File: config.mk
export PLATFORM = sky130hd
export DESIGN_NAME = c2d_front_flat
export DESIGN_NICKNAME = d
export VERILOG_FILES = /design/src/c2d_pkg.sv /design/src/c2d_if.sv /design/src/c2d_front.sv /design/src/flat_wrapper.sv
export SDC_FILE = /design/constraint.sdc
export NUM_CORES = 1
export LEC_CHECK = 0
export BUFFER_PORTS_ARGS = -buffer_cell sky130_fd_sc_hd__buf_2
export CAP_MARGIN = 0
export CORE_MARGIN = 4
export CORE_UTILIZATION = 40
export DETAILED_ROUTE_END_ITERATION = 12
export SETUP_SLACK_MARGIN = 0.2
export SLEW_MARGIN = 15
export SYNTH_ARGS = -nofsm -noshare
export SYNTH_HDL_FRONTEND = slang
export SYNTH_SLANG_ARGS = --single-unit
File: constraint.sdc
create_clock -name clk -period 6 [get_ports clk]
set_input_delay 0.3 -clock clk [delete_from_list [all_inputs] [get_ports clk]]
set_output_delay 0.3 -clock clk [all_outputs]
set_load 0.02 [all_outputs]
File: src/c2d_pkg.sv
`default_nettype none
package c2d_pkg;
  localparam int MAX_IN_CHANNELS  = 16;
  localparam int MAX_OUT_CHANNELS = 16;
  localparam int MAX_KERNEL       = 7;
  localparam int MAX_IMAGE        = 64;

  localparam int WDEPTH = MAX_OUT_CHANNELS * MAX_IN_CHANNELS * MAX_KERNEL * MAX_KERNEL;
  localparam int SDEPTH = MAX_IN_CHANNELS * MAX_IMAGE * MAX_IMAGE;
  localparam int WAW    = $clog2(WDEPTH);
  localparam int SAW    = $clog2(SDEPTH);

  typedef enum logic [1:0] {
    OP_WEIGHT  = 2'd0,
    OP_BIAS    = 2'd1,
    OP_SAMPLE  = 2'd2,
    OP_COMPUTE = 2'd3
  } op_t;

  localparam logic [2:0] REG_KCOLS = 3'd0;
  localparam logic [2:0] REG_KROWS = 3'd1;
  localparam logic [2:0] REG_STEP  = 3'd2;
  localparam logic [2:0] REG_ICH   = 3'd3;
  localparam logic [2:0] REG_OCH   = 3'd4;
  localparam logic [2:0] REG_IROWS = 3'd5;
  localparam logic [2:0] REG_ICOLS = 3'd6;

  typedef struct packed {
    logic [2:0] kc;
    logic [2:0] kr;
    logic [2:0] st;
    logic [4:0] ic;
    logic [4:0] oc;
    logic [6:0] ir;
    logic [6:0] icl;
  } cfg_t;

  typedef struct packed {
    op_t          op;
    logic [3:0]   f;
    logic [3:0]   c;
    logic [5:0]   r;
    logic [5:0]   k;
    logic [15:0]  val;
    logic [31:0]  bias;
  } cmd_t;

  function automatic logic [2:0] clamp3(input logic [2:0] v);
    clamp3 = (v == 3'd0) ? 3'd1 : v;
  endfunction

  function automatic logic [4:0] clamp5(input logic [4:0] v);
    if (v == 5'd0) clamp5 = 5'd1;
    else if (v > 5'd16) clamp5 = 5'd16;
    else clamp5 = v;
  endfunction

  function automatic logic [6:0] clamp7(input logic [6:0] v);
    if (v == 7'd0) clamp7 = 7'd1;
    else if (v > 7'd64) clamp7 = 7'd64;
    else clamp7 = v;
  endfunction
endpackage
`default_nettype wire

File: src/c2d_if.sv
`default_nettype none
interface c2d_in_if;
  import c2d_pkg::*;
  logic        valid;
  logic        ready;
  logic [1:0]  operation;
  logic [3:0]  filter_index;
  logic [3:0]  channel_index;
  logic [5:0]  row_index;
  logic [5:0]  col_index;
  logic signed [15:0] sample_or_weight;
  logic signed [31:0] bias_word;
  modport source (output valid, operation, filter_index, channel_index, row_index,
                  col_index, sample_or_weight, bias_word, input ready);
  modport sink (input valid, operation, filter_index, channel_index, row_index,
                col_index, sample_or_weight, bias_word, output ready);
endinterface

`default_nettype wire

File: src/c2d_front.sv
`default_nettype none
module c2d_front
  import c2d_pkg::*;
(
  input  wire logic clk,
  input  wire logic rst_n,
  c2d_in_if.sink    in_ch,
  output cmd_t      q_data,
  output logic      q_valid,
  input  wire logic q_pop
);
  localparam int QD = 2;
  cmd_t       q_r [QD];
  logic [1:0] cnt_r, cnt_nxt;
  logic       wp_r, rp_r;
  logic       push;

  assign in_ch.ready = (cnt_r != 2'(QD));
  assign push = in_ch.valid && in_ch.ready;
  assign q_valid = (cnt_r != 2'd0);
  assign q_data = q_r[rp_r];
  assign cnt_nxt = cnt_r + {1'b0, push} - {1'b0, q_pop && q_valid};

  always_ff @(posedge clk) begin
    if (!rst_n) begin
      cnt_r <= '0;
      wp_r  <= 1'b0;
      rp_r  <= 1'b0;
    end else begin
      cnt_r <= cnt_nxt;
      if (push) wp_r <= ~wp_r;
      if (q_pop && q_valid) rp_r <= ~rp_r;
    end
  end

  always_ff @(posedge clk) begin
    if (push) begin
      q_r[wp_r].op   <= op_t'(in_ch.operation);
      q_r[wp_r].f    <= in_ch.filter_index;
      q_r[wp_r].c    <= in_ch.channel_index;
      q_r[wp_r].r    <= in_ch.row_index;
      q_r[wp_r].k    <= in_ch.col_index;
      q_r[wp_r].val  <= in_ch.sample_or_weight;
      q_r[wp_r].bias <= in_ch.bias_word;
    end
  end

  a_cnt_bound: assert property (@(posedge clk) disable iff (!rst_n) cnt_r <= 2'(QD))
    else $error("queue count overflow");
  a_full_stall: assert property (@(posedge clk) disable iff (!rst_n)
    (cnt_r == 2'(QD)) |-> !in_ch.ready) else $error("ready while full");
  a_push_cnt: assert property (@(posedge clk) disable iff (!rst_n)
    (push && !q_valid) |=> (cnt_r == 2'd1)) else $error("push lost");
endmodule
`default_nettype wire

File: src/flat_wrapper.sv
// flat-port wrapper written by rule: the top's interface ports become plain ports
module c2d_front_flat import c2d_pkg::*;
  (clk, rst_n, q_data, q_valid, q_pop, in_ch_valid, in_ch_operation, in_ch_filter_index, in_ch_channel_index, in_ch_row_index, in_ch_col_index, in_ch_sample_or_weight, in_ch_bias_word, in_ch_ready);
  c2d_in_if in_ch_i ();
  input  wire logic clk;
  input  wire logic rst_n;
  output cmd_t q_data;
  output logic q_valid;
  input  wire logic q_pop;
  input wire logic [$bits(in_ch_i.valid)-1:0] in_ch_valid;
  input wire logic [$bits(in_ch_i.operation)-1:0] in_ch_operation;
  input wire logic [$bits(in_ch_i.filter_index)-1:0] in_ch_filter_index;
  input wire logic [$bits(in_ch_i.channel_index)-1:0] in_ch_channel_index;
  input wire logic [$bits(in_ch_i.row_index)-1:0] in_ch_row_index;
  input wire logic [$bits(in_ch_i.col_index)-1:0] in_ch_col_index;
  input wire logic [$bits(in_ch_i.sample_or_weight)-1:0] in_ch_sample_or_weight;
  input wire logic [$bits(in_ch_i.bias_word)-1:0] in_ch_bias_word;
  output wire logic [$bits(in_ch_i.ready)-1:0] in_ch_ready;
  assign in_ch_i.valid = in_ch_valid;
  assign in_ch_i.operation = in_ch_operation;
  assign in_ch_i.filter_index = in_ch_filter_index;
  assign in_ch_i.channel_index = in_ch_channel_index;
  assign in_ch_i.row_index = in_ch_row_index;
  assign in_ch_i.col_index = in_ch_col_index;
  assign in_ch_i.sample_or_weight = in_ch_sample_or_weight;
  assign in_ch_i.bias_word = in_ch_bias_word;
  assign in_ch_ready = in_ch_i.ready;
  c2d_front u_core (.clk(clk), .rst_n(rst_n), .in_ch(in_ch_i), .q_data(q_data), .q_valid(q_valid), .q_pop(q_pop));
endmodule
==> impl_metrics.env <==
export IMPL_final_min_clock_period_ns=2.74
export IMPL_vias=2710
export IMPL_cp_end_kind="primary output"
export IMPL_worstPathCellList="buf_4 -> mux2_4 -> buf_2"
export IMPL_seqCellArea_sq_mm=0.00431
export IMPL_layout_drive_gt1_share_pct=60.8
export IMPL_cts_sinks=145
export IMPL_status="finished, final reports clean"
export IMPL_cp_slowest_cell="buf_4"
export IMPL_finalSetupTns_ns=0
export IMPL_whs_ns=0.0735
export IMPL_cp_max_fo=43
export IMPL_finalPower_mw=3.47
export IMPL_cts_tree="yes"
export IMPL_synth_compound_area_share_pct=0.222
export IMPL_wl_per_cell_um=15.7
export IMPL_fillers=1154
export IMPL_drt_total_wl_mm=9.36
export IMPL_yosys_area_share_simple_pct=1.33
export IMPL_drt_initial_drc_count=126
export IMPL_nNetsFinal=479
export IMPL_rows=43
export IMPL_cts_buffers=17
export IMPL_hp_class="in2reg"
export IMPL_routabilityCongestion=0.729
export IMPL_final_cell_area_sq_mm=0.00717
export IMPL_ys_warn_count=0
export IMPL_max_stage_delay_ns=0.73
export IMPL_netlist_area_sq_mm=0.00565
export IMPL_grt_max_degree=71
export IMPL_grt_pass1_wl_mm=14.4
export IMPL_syn_to_final_growth_pct=26.9
export IMPL_cts_setup_buffers=0
export IMPL_synthCells=245
export IMPL_synth_xor_area_share_pct=0.310
export IMPL_cellPowerDensity_mw_per_mm2=484
export IMPL_avgSynthCellArea_sq_um=23.1
export IMPL_num_io_pins=146
export IMPL_muxShareOfSynthArea_pct=18.6
export IMPL_setup_viol=0
export IMPL_worst_setup_path_start_kind="flip-flop"
export IMPL_ctsRootBufferMaster="clkbuf_16"
export IMPL_syn_nets=321
export IMPL_cts_max_level=4
export IMPL_maxCapViolations=0
export IMPL_hpwl_mm=5.97
export IMPL_tightest_slew_ns=1.00
export IMPL_die_area_sq_mm=0.0161
export IMPL_ys_types=20
export IMPL_drv_slew=0
export IMPL_crit_type="reg2out"
export IMPL_ir_drop_uv=287
export IMPL_core_area_sq_mm=0.0139
export IMPL_grt_pass1_vias=2820
export IMPL_worst_skew_pair_late_latency_ns=0.41
export IMPL_cp_required_ns=5.70
export IMPL_path_clk_slew_ns=0.06
export IMPL_cts_hold_buf=0
export IMPL_max_slew_margin_pct=33.2
export IMPL_drt_first_pass_iters=4
export IMPL_die_w_um=127
export IMPL_ant_nets=0
export IMPL_die_h_um=127
export IMPL_cts_resized_gates=0
export IMPL_final_cell_mix="buf_2 (145), edfxtp_1 (140), mux2_4 (70)"
export IMPL_yosys_area_share_adder_pct=0.443
export IMPL_route_detailed_drc=0
export IMPL_grt_overflow_total=0
export IMPL_hold_viol=0
export IMPL_leakage_nw=2.83
export IMPL_ys_seq_area_share_pct=76.2
export IMPL_timing_final_crit_share_pct=45.6
export IMPL_diodes=0
export IMPL_synth_seq_cells=145
export IMPL_antenna_found_initial=0
export IMPL_max_freq_ghz=0.366
export IMPL_start_util_pct=40.7
export IMPL_synth_top_family_by_area="multiplexers"
export IMPL_placedInstanceArea_sq_mm=0.00648
export IMPL_multi_input_area_sq_mm=0.00119
export IMPL_clock_skew_ns=0.00453
export IMPL_arrival_ns=2.44
export IMPL_final_common_cell="buf_2"
export IMPL_rsz0062_at_grt="no"
export IMPL_grt_util_all_layers_pct=12.1
export IMPL_port_buffers=145
export IMPL_clock_path_buffers=2
export IMPL_viasPerCell=4.55
critical path, delay by kind of cell, from the launching register on:
kind | cells | cell delay [ns]
muxes | 1 | 0.35
buffers and inverters | 2 | 0.90
DFF | 1 | 0.69
cell usage after synthesis, drive strengths merged:
master  instances  area share [%]
edfxtp        140              74
mux2           70              19
buf             8             2.7
dfxtp           5             1.8
and2            3            0.33
inv             3            0.20
nor2            3            0.20
ha              2            0.44
and3            1            0.11
nand2           1           0.066
nand2b          1            0.16
nand4b          1            0.16
nor2b           1            0.11
nor3            1           0.089
o21a            1            0.13
o21ai           1           0.089
or2             1            0.11
xnor2           1            0.16
xor2            1            0.16
final timing paths:
kind | start | to | slack, ns | depth (start not counted)
setup / recovery | flip-flop | q_data[68] | 3.26 | 3
hold / removal | in_ch_sample_or_weight[4] | u_core.q_r[0][36] | 0.07 | 1
setup reg to reg | u_core.cnt_r[0] | u_core.q_r[0][37] | 3.52 | 4
hold reg to reg | u_core.rp_r | u_core.rp_r | 0.52 | 2
per-stage QoR:
step	std cells	utilization (%)	worst slack, ns
CTS	596	51.6	3.19
global placement	564	46.7	3.50
floorplan	245	-	1.66
detailed placement	564	46.7	3.46
finish	596	51.6	3.26
global route	596	51.6	3.13
cells by family after synthesis:
group,count (synthesis)
AND/OR/NAND/NOR,13
multiplexers,70
buffers and inverters,11
XOR/XNOR,2
adder cells (fa/ha/maj),2
AO/OA/AOI/OAI,2
flip-flops,145
routing by layer:
layer	GRT usage [%]	up-vias	routed length [um]
met4	7.00	0	229
met5	0	-	0
li1	-	1278	-
met2	19.8	91	4750
met3	5.09	19	729
met1	13.1	1322	3650
flip-flops by register name, indices dropped and copies added, names as in the netlist, named ones only:
name / count
u_core.q_r: 140
u_core.cnt_r: 2
u_core.rp_r: 1
u_core.wp_r: 1
where the power goes:
group	internal, mW	total, mW	switching (mW)
sequential	1.29	1.36	0.0734
combinational	0.419	0.897	0.479
clock	0.820	1.21	0.391
total	2.52	3.47	0.943
final cells by class:
class / instances / area share [%]
multi-input cells: 89 / 16.6
clock buffers: 18 / 5.99
well taps: 180 / 3.14
repair buffers: 147 / 10.3
inverters: 3 / 0.157
flip-flops and latches: 145 / 60.1
clock inverters: 14 / 3.65
No activity file was read; power rests on OpenSTA's default activity.
